$ cat src/rtl/srts_pkg.sv
// Shared types, codes and defaults of the shortest-remaining-time scheduler.
// Depends on nothing.
package srts_pkg;

  localparam int DEF_MAX_PROCS = 16;
  localparam int DEF_TIME_BITS = 16;
  localparam int REM_W         = 16;

  localparam logic REQ_ARRIVE = 1'b0;
  localparam logic REQ_TICK   = 1'b1;

  localparam logic [1:0] STAT_RAN    = 2'd0;
  localparam logic [1:0] STAT_IDLE   = 2'd1;
  localparam logic [1:0] STAT_REJECT = 2'd2;

  typedef struct packed {
    logic        req_type;
    logic [3:0]  proc_slot;
    logic [15:0] svc_ticks;
  } srts_req_t;

  typedef struct packed {
    logic [1:0]  status;
    logic [3:0]  run_slot;
    logic        finished;
    logic [15:0] finish_time;
    logic [15:0] turnaround;
  } srts_rsp_t;

  typedef struct packed {
    logic rem_we;
    logic stamp_we;
    logic occ_set;
    logic occ_clr;
  } srts_wr_t;

  typedef enum logic [2:0] {
    ST_IDLE,
    ST_ARRIVE,
    ST_SCAN,
    ST_DRAIN,
    ST_FETCH,
    ST_COMMIT
  } srts_state_t;

endpackage

$ cat src/rtl/srts_slot_mem.sv
// Per-slot storage: remaining ticks, arrival stamps and occupancy flags.
// Depends on srts_pkg.
module srts_slot_mem
  import srts_pkg::*;
#(
  parameter int MAX_PROCS = DEF_MAX_PROCS,
  parameter int TIME_BITS = DEF_TIME_BITS,
  localparam int IDX_W = $clog2(MAX_PROCS)
) (
  input  logic                 clk,
  input  logic                 rst,
  input  srts_wr_t             wr,
  input  logic [IDX_W-1:0]     wr_addr,
  input  logic [REM_W-1:0]     wr_rem,
  input  logic [TIME_BITS-1:0] wr_stamp,
  input  logic [IDX_W-1:0]     rd_addr,
  output logic [REM_W-1:0]     rd_rem,
  output logic [TIME_BITS-1:0] rd_stamp,
  output logic [MAX_PROCS-1:0] occ
);

  logic [REM_W-1:0]     rem_mem   [MAX_PROCS];
  logic [TIME_BITS-1:0] stamp_mem [MAX_PROCS];

  always_ff @(posedge clk) begin
    if (wr.rem_we) begin
      rem_mem[wr_addr] <= wr_rem;
    end
    rd_rem <= rem_mem[rd_addr];
  end

  always_ff @(posedge clk) begin
    if (wr.stamp_we) begin
      stamp_mem[wr_addr] <= wr_stamp;
    end
    rd_stamp <= stamp_mem[rd_addr];
  end

  // Occupancy stands in for "remaining is nonzero", so no clearing pass is needed.
  always_ff @(posedge clk) begin
    if (rst) begin
      occ <= '0;
    end else if (wr.occ_set) begin
      occ[wr_addr] <= 1'b1;
    end else if (wr.occ_clr) begin
      occ[wr_addr] <= 1'b0;
    end
  end

endmodule

$ cat src/rtl/shortest_remaining_time_scheduler_top.sv
// Shortest-remaining-time-first scheduler: top level with sequencer and compare unit.
// Depends on srts_pkg and srts_slot_mem.
//
// Preemptive shortest-remaining-time-first scheduler over MAX_PROCS process
// slots. An arrival item (req_type 0) loads a free slot with its service time
// and stamps the current tick count; it gives no result unless it is rejected
// (slot busy, slot out of range or zero service time), which returns status 2.
// A tick item (req_type 1) advances the wrapping tick counter and runs the
// occupied slot with the least remaining time, lowest index on ties, for one
// tick; the result gives the slot and, on completion, the finish time and the
// turnaround. With no slot occupied the result is an idle tick (status 1).
// Items are taken one at a time: req_stall is high from the cycle after an
// accept until the item is done. A tick is accepted, then every slot is read
// in turn through the single read port of the remaining-time memory into one
// shared comparator; then the last slot is compared, the winner's arrival
// stamp is fetched, and the block writes back and loads the result. A result
// that is still stalled on the output holds the sequencer only when the next
// result is ready to load.
// The block needs no clearing pass after reset: a flip-flop per slot marks it
// occupied.
module shortest_remaining_time_scheduler_top
  import srts_pkg::*;
#(
  parameter int MAX_PROCS = DEF_MAX_PROCS,
  parameter int TIME_BITS = DEF_TIME_BITS
) (
  input  logic      clk,
  input  logic      rst,
  input  logic      req_valid,
  output logic      req_stall,
  input  srts_req_t req,
  output logic      rsp_valid,
  input  logic      rsp_stall,
  output srts_rsp_t rsp
);

  localparam int IDX_W = $clog2(MAX_PROCS);

  srts_state_t state, state_next;

  srts_req_t            req_q;
  logic [IDX_W-1:0]     scan_idx;
  logic                 cmp_vld;
  logic [IDX_W-1:0]     cmp_idx;
  logic                 found;
  logic [IDX_W-1:0]     best_idx;
  logic [REM_W-1:0]     best_rem;
  logic [TIME_BITS-1:0] tick;

  // Sequencer controls
  logic       accept;
  logic       scan_step;
  logic       scan_issue;
  logic       do_commit;
  logic       rsp_load;
  srts_rsp_t  rsp_next;
  logic       out_free;

  // Memory port
  srts_wr_t             wr;
  logic [IDX_W-1:0]     wr_addr;
  logic [REM_W-1:0]     wr_rem;
  logic [IDX_W-1:0]     rd_addr;
  logic [REM_W-1:0]     rd_rem;
  logic [TIME_BITS-1:0] rd_stamp;
  logic [MAX_PROCS-1:0] occ;

  // Arrival decode
  logic [IDX_W-1:0]     slot_idx;
  logic                 reject;

  // Commit arithmetic
  logic [REM_W-1:0]     rem_dec;
  logic [TIME_BITS-1:0] tick_inc;
  logic [TIME_BITS-1:0] tat;
  logic                 better;

  srts_slot_mem #(
    .MAX_PROCS (MAX_PROCS),
    .TIME_BITS (TIME_BITS)
  ) u_mem (
    .clk      (clk),
    .rst      (rst),
    .wr       (wr),
    .wr_addr  (wr_addr),
    .wr_rem   (wr_rem),
    .wr_stamp (tick),
    .rd_addr  (rd_addr),
    .rd_rem   (rd_rem),
    .rd_stamp (rd_stamp),
    .occ      (occ)
  );

  assign req_stall = (state != ST_IDLE);
  assign accept    = req_valid && !req_stall;
  assign out_free  = !rsp_valid || !rsp_stall;

  // Slots at or beyond MAX_PROCS cannot be loaded; the truncated index is
  // only trusted when the slot is in range.
  assign slot_idx = IDX_W'(req_q.proc_slot);
  assign reject   = (32'(req_q.proc_slot) >= 32'(MAX_PROCS)) ||
                    (req_q.svc_ticks == '0) || occ[slot_idx];

  assign rem_dec  = best_rem - REM_W'(1);
  assign tick_inc = tick + TIME_BITS'(1);
  assign tat      = tick_inc - rd_stamp;

  // Shared comparator: keep the first occupied slot with strictly less time.
  assign better = cmp_vld && occ[cmp_idx] && (!found || (rd_rem < best_rem));

  always_ff @(posedge clk) begin
    if (rst) begin
      state <= ST_IDLE;
    end else begin
      state <= state_next;
    end
  end

  always_comb begin
    state_next = state;
    scan_step  = 1'b0;
    scan_issue = 1'b0;
    do_commit  = 1'b0;
    rsp_load   = 1'b0;
    rsp_next   = '0;
    wr         = '0;
    wr_addr    = best_idx;
    wr_rem     = rem_dec;
    rd_addr    = best_idx;
    unique case (state)
      ST_IDLE: begin
        if (accept) begin
          state_next = (req.req_type == REQ_TICK) ? ST_SCAN : ST_ARRIVE;
        end
      end
      ST_ARRIVE: begin
        wr_addr = slot_idx;
        wr_rem  = req_q.svc_ticks;
        if (reject) begin
          if (out_free) begin
            rsp_load          = 1'b1;
            rsp_next.status   = STAT_REJECT;
            rsp_next.run_slot = req_q.proc_slot;
            state_next        = ST_IDLE;
          end
        end else begin
          wr.rem_we   = 1'b1;
          wr.stamp_we = 1'b1;
          wr.occ_set  = 1'b1;
          state_next  = ST_IDLE;
        end
      end
      ST_SCAN: begin
        rd_addr    = scan_idx;
        scan_issue = 1'b1;
        if (scan_idx == IDX_W'(MAX_PROCS - 1)) begin
          state_next = ST_DRAIN;
        end else begin
          scan_step = 1'b1;
        end
      end
      ST_DRAIN: begin
        state_next = ST_FETCH;
      end
      ST_FETCH: begin
        state_next = ST_COMMIT;
      end
      ST_COMMIT: begin
        if (out_free) begin
          do_commit  = 1'b1;
          rsp_load   = 1'b1;
          state_next = ST_IDLE;
          if (found) begin
            wr.rem_we         = 1'b1;
            wr.occ_clr        = (rem_dec == '0);
            rsp_next.status   = STAT_RAN;
            rsp_next.run_slot = 4'(best_idx);
            if (rem_dec == '0) begin
              rsp_next.finished    = 1'b1;
              rsp_next.finish_time = 16'(tick_inc);
              rsp_next.turnaround  = 16'(tat);
            end
          end else begin
            rsp_next.status = STAT_IDLE;
          end
        end
      end
      default: begin
        state_next = ST_IDLE;
      end
    endcase
  end

  // Latch the item; its payload needs no reset.
  always_ff @(posedge clk) begin
    if (accept) begin
      req_q <= req;
    end
  end

  // Walk the slots and track the best candidate.
  always_ff @(posedge clk) begin
    if (rst) begin
      scan_idx <= '0;
      cmp_vld  <= 1'b0;
      found    <= 1'b0;
    end else begin
      cmp_vld <= scan_issue;
      if (accept) begin
        scan_idx <= '0;
        found    <= 1'b0;
      end else begin
        if (scan_step) begin
          scan_idx <= scan_idx + IDX_W'(1);
        end
        if (better) begin
          found <= 1'b1;
        end
      end
    end
  end

  always_ff @(posedge clk) begin
    cmp_idx <= scan_idx;
    if (better) begin
      best_idx <= cmp_idx;
      best_rem <= rd_rem;
    end
  end

  // Advance time on every committed tick, idle or not.
  always_ff @(posedge clk) begin
    if (rst) begin
      tick <= '0;
    end else if (do_commit) begin
      tick <= tick_inc;
    end
  end

  // Output register: hold until taken, reload only when free.
  always_ff @(posedge clk) begin
    if (rst) begin
      rsp_valid <= 1'b0;
    end else if (rsp_load) begin
      rsp_valid <= 1'b1;
    end else if (!rsp_stall) begin
      rsp_valid <= 1'b0;
    end
  end

  always_ff @(posedge clk) begin
    if (rsp_load) begin
      rsp <= rsp_next;
    end
  end

endmodule

$ cat config.mk
export PLATFORM = sky130hd
export DESIGN_NAME = shortest_remaining_time_scheduler_top
export DESIGN_NICKNAME = d
export VERILOG_FILES = /design/src/rtl/srts_pkg.sv /design/src/rtl/srts_slot_mem.sv /design/src/rtl/shortest_remaining_time_scheduler_top.sv
export SDC_FILE = /design/constraint.sdc
export NUM_CORES = 1
export LEC_CHECK = 0
export BUFFER_PORTS_ARGS = -buffer_cell sky130_fd_sc_hd__buf_2
export CORE_AREA = 2 2 249 251
export DETAILED_ROUTE_END_ITERATION = 7
export DIE_AREA = 0 0 251 253
export GPL_ROUTABILITY_DRIVEN = 0
export GPL_TIMING_DRIVEN = 0
export SLEW_MARGIN = 0
export SYNTH_ARGS = -nofsm -noshare
export SYNTH_HDL_FRONTEND = slang
export SYNTH_SLANG_ARGS = --single-unit
$ cat constraint.sdc
create_clock -name clk -period 4.94 [get_ports clk]
set_input_delay 0.494 -clock clk [delete_from_list [all_inputs] [get_ports clk]]
set_output_delay 0.494 -clock clk [all_outputs]
set_load 0.01 [all_outputs]
==> implementation parameters <==
Parameter                              Value

Run status
  Status ... finished, final reports clean

Clocking
  Number of buffers between clock root and the deepest sink ... 3
  Clock tree from TritonCTS ... built
  Library cell used as clock root buffer ... sky130_fd_sc_hd__clkbuf_16
  Register clock-pin slew on the reported worst setup and hold paths ... 0.06 ns
  Postcts setup bufs ... 0
  Clock net sink count ... 669
  Latest clock arrival within the worst-skew pair ... 0.62 ns
  Level count of the clock H-tree ... 3
  Clock buffers created by TritonCTS ... 68

Worst setup path
  Reg2Reg Launch Point ... tick[1]$_SDFFE_PP0P_
  Largest fanout on the critical path ... 20
  Launching element of the worst setup path ... tick[1]$_SDFFE_PP0P_
  Register-to-register setup slack ... 0.27 ns
  Length in cells of the worst reg-to-reg path ... 13
  Worst setup EP type ... register
  Start-to-end type of the worst setup path ... register to register
  Worst r2r dst ... rsp[15]$_SDFFCE_PN0P_
  Worst Path Arrival ... 5.09 ns
  Startpoint class of the critical path ... register
  Crit path required time ... 5.36 ns

Synthesis
  Share of synthesized cell area in and, or, nand and nor gates ... 0.0626
  Net Count, Synth ... 1648
  Proportion of synthesized area in mux cells ... 0.117
  Yosys warning count ... 0
  Count of cell types in the netlist ... 72
  Adder and majority cell fraction of the synthesized area ... 0.0164
  Post-synth EDFFs ... 591
  Flops & latches, synth ... 669
  Dominant combinational cell family by area after synthesis ... multiplexers
  Post-synth ARST share ... 0
  Post-Synthesis Mean Instance Area ... 17.1 µm²
  Primary FF master, synth ... sky130_fd_sc_hd__edfxtp_1
  Complex-gate fraction of the synthesized area ... 0.0586
  Share of the yosys chip area belonging to registers ... 0.710
  Xor and xnor area share after synthesis ... 0.0153
  Post-synthesis cell count ... 1588
  Synth Cell Area ... 27200 µm²

STA
  Highest clock frequency the design can meet ... 0.214 GHz
  Final Max Slew Viols ... 0
  Final hold slack ... 0.0532 ns
  Setup skew after layout ... 0.0206 ns
  Hold violation count in the final report ... 0
  Final critical-path required period ... 4.67 ns
  Fraction of the cycle the final worst path needs ... 0.945
  Slew of the pin with the lowest slew margin ... 1.34 ns
  Endpoints failing setup ... 0
  Total Neg Setup Slack ... 0 ns
  Unrepaired setup endpoints after global routing ... false
  Max-slew headroom ... 0.104

Floorplan
  Die X-Extent ... 251 µm
  Die area ... 63500 µm²
  Total core area ... 61000 µm²
  Chip height ... 253 µm
  Number of primary I/O pins ... 66
  Row count ... 91
  Initial standard-cell utilization of the core ... 0.446

Power and ir drop
  Internal power component ... 9.33 mW
  Power, Total ... 11.9 mW
  Sw Share ... 0.218
  Relative contribution of sequential cells to total power ... 0.531
  Static Leakage ... 10.1 nW
  Power spent charging and discharging nets ... 2.60 mW
  Share of total power in the clock network ... 0.410
  Pwr dens ... 381 nW/µm²
  Part of the total power dissipated in combinational logic ... 0.060
  Worst-case vdd ir drop ... 0.339 mV

Drt
  DR vias ... 14900
  Total DRC errors in the routed layout ... 0
  Total detailed-routing wirelength ... 63600 µm
  Initial DRT Pass Iterations ... 5
  Number of vias per cell ... 5.73
  Routed wire length per instance ... 24.4 µm
  Antenna-violating nets left ... 0
  Initial DRC count ... 1224

Hold path
  Terminating pin of the worst hold path ... req_q[11]$_DFFE_PP_
  Worst Hold Depth ... 1
  Start point of the worst min-delay path ... req[11]
  Tightest Hold Check Type ... input port to register

Flow run
  Max-cap violations ... 0

Global route
  Initial antenna violation count ... 0
  Maximum number of pins on one net before global-route repair ... 40
  Total congestion overflow after global routing ... 0
  Vias in the first global route ... 15200
  Combined global-route utilization of all metal layers ... 0.204
  Wire length of the first global-routing pass ... 96000 µm

Placed design
  Detailed Place HPWL ... 43800 µm
  Count of input and output buffers ... 64
  Total cell area at the placement stage ... 29200 µm²
  Cells after DPL ... 2483

Cells and area
  Post-synthesis to final-layout area growth ... 15.2%
  Non-filler instance count after layout ... 2606
  Number of nets at the end of the flow ... 1824
  Post-route standard cell area excluding fillers ... 31300 µm²
  ANT cells ... 0
  Layout cell share with drive strength beyond 1 ... 0.233
## worst max-delay path, cell delays in order, from the launching register on
cell and delay [ns]:
sky130_fd_sc_hd__dfxtp_1 0.82, sky130_fd_sc_hd__ha_1 0.33, sky130_fd_sc_hd__nand3_1 0.22, sky130_fd_sc_hd__or4_1 0.69
sky130_fd_sc_hd__or2_1 0.26, sky130_fd_sc_hd__clkbuf_1 0.14, sky130_fd_sc_hd__xnor2_1 0.21, sky130_fd_sc_hd__ha_1 0.35
sky130_fd_sc_hd__buf_1 0.27, sky130_fd_sc_hd__nand4_1 0.16, sky130_fd_sc_hd__or2_2 0.29, sky130_fd_sc_hd__o221a_2 0.28
sky130_fd_sc_hd__a211o_1 0.26, sky130_fd_sc_hd__a21oi_1 0.19
## area by class of cell
type,count,area [µm²]
Fill cell,4942,29700
Sequential cell,669,19300
Multi-Input combinational cell,791,7450
Clock buffer,90,1880
Tap cell,790,988
Timing Repair Buffer,106,935
Buffer,84,390
Clock inverter,32,223
Inverter,44,165
## through the flow
stage | setup slack, ns | util
after CTS | 0.229 | 0.513
after detailed placement | 0.261 | 0.479
final | 0.270 | 0.513
after global routing | 0.0673 | 0.513
after global placement | -0.279 | 0.467
after floorplan | 1.17 | -
## worst max path at each step
stage,end,slack [ns]
2_1_floorplan,rsp[15]$_SDFFCE_PN0P_,1.17
3_3_place_gp,best_rem[8]$_DFFE_PP_,-0.28
3_5_place_dp,rsp[15]$_SDFFCE_PN0P_,0.26
4_1_cts,rsp[15]$_SDFFCE_PN0P_,0.23
5_1_grt,rsp[15]$_SDFFCE_PN0P_,0.07
6_report,rsp[15]$_SDFFCE_PN0P_,0.27
## routing by layer
| metal | part of all wire | track usage |
|---|---|---|
| met1 | 0.42 | 0.265 |
| met5 | 0 | 0 |
| met3 | 0.052 | 0.0374 |
| met4 | 0.027 | 0.0684 |
| met2 | 0.50 | 0.348 |
## synth_stat cells (all sizes together) (3+ instances only)
library cell	instances	area [µm²]
a211oi	6	45.0
a21o	7	52.6
a21oi	29	149
a221oi	3	26.3
a22o	4	35.0
a22oi	67	503
a31oi	22	138
and2	6	37.5
and3	6	37.5
and4	4	35.0
buf	28	179
clkbuf	56	211
dfxtp	78	1560
edfxtp	591	17700
ha	34	425
inv	44	165
mux2	3	33.8
mux2i	6	60.1
mux4	137	3090
nand2	95	359
nand2b	10	62.6
nand3	9	45.0
nand4	10	62.6
nor2	104	390
nor2b	38	238
nor3	24	131
nor3b	3	22.5
nor4	18	128
o21a	3	22.5
o21ai	22	114
o21bai	3	22.5
o311ai	16	140
o31ai	22	215
or2	3	18.8
or3	4	25.0
or4	3	30.0
or4b	3	30.0
xnor2	30	263
xor2	15	131
## placed cells by master (no fill, tap or decap), types with 11 or more instances in the layout
cell and instances:
sky130_fd_sc_hd__clkinv_2 11, sky130_fd_sc_hd__a21oi_1 28, sky130_fd_sc_hd__clkinv_1 13, sky130_fd_sc_hd__nor2_1 71
sky130_fd_sc_hd__xnor2_1 30, sky130_fd_sc_hd__inv_1 44, sky130_fd_sc_hd__nand2_1 94, sky130_fd_sc_hd__a22oi_1 67
sky130_fd_sc_hd__mux4_2 137, sky130_fd_sc_hd__nor4_1 17, sky130_fd_sc_hd__nor3_1 23, sky130_fd_sc_hd__o311ai_1 11
sky130_fd_sc_hd__nor2b_1 38, sky130_fd_sc_hd__ha_1 34, sky130_fd_sc_hd__buf_8 24, sky130_fd_sc_hd__xor2_1 15
sky130_fd_sc_hd__buf_2 83, sky130_fd_sc_hd__nor2_2 33, sky130_fd_sc_hd__clkbuf_16 71, sky130_fd_sc_hd__o31ai_1 12
sky130_fd_sc_hd__clkbuf_1 71, sky130_fd_sc_hd__o21ai_0 12, sky130_fd_sc_hd__dfxtp_1 77, sky130_fd_sc_hd__edfxtp_1 591
sky130_fd_sc_hd__a31oi_1 21
## flip-flops by register name, indices dropped and copies added, names as in the netlist, named ones only
| name | cells |
|---|---|
| u_mem.rem_mem | 256 |
| rsp_valid | 1 |
| found | 1 |
| slot_idx | 4 |
| scan_idx | 4 |
| tick | 16 |
| cmp_vld | 1 |
| u_mem.rd_rem | 16 |
| rsp | 39 |
| best_rem | 16 |
| u_mem.stamp_mem | 256 |
| state | 3 |
| u_mem.rd_stamp | 16 |
| best_idx | 4 |
| req_q | 16 |
| cmp_idx | 4 |
## repair_timing
action	4_1_cts	5_1_grt
hold buffers	0	0
gates resized for setup	0	1
setup endpoints to repair	0	1
## cells by family (layout without fill, tap and decap cells)
family,count (synthesis),in the layout
adders and majority gates,35,35
muxes,146,146
xor gates and xnor gates,46,46
AOI/OAI and AO/OA,219,219
DFF,669,669
buffers and inverters,128,356
and+or+nand+nor,345,345
## power by group through the flow
stage,clock network [mW],logic [mW],registers (mW)
after floorplan,0,0.454,6.43
after global placement,0,0.664,6.45
after detailed placement,0,0.715,6.45
after CTS,4.98,0.719,6.33
after global routing,5.22,0.769,6.34
final,4.89,0.710,6.33
No activity file was read; power rests on OpenSTA's default activity.
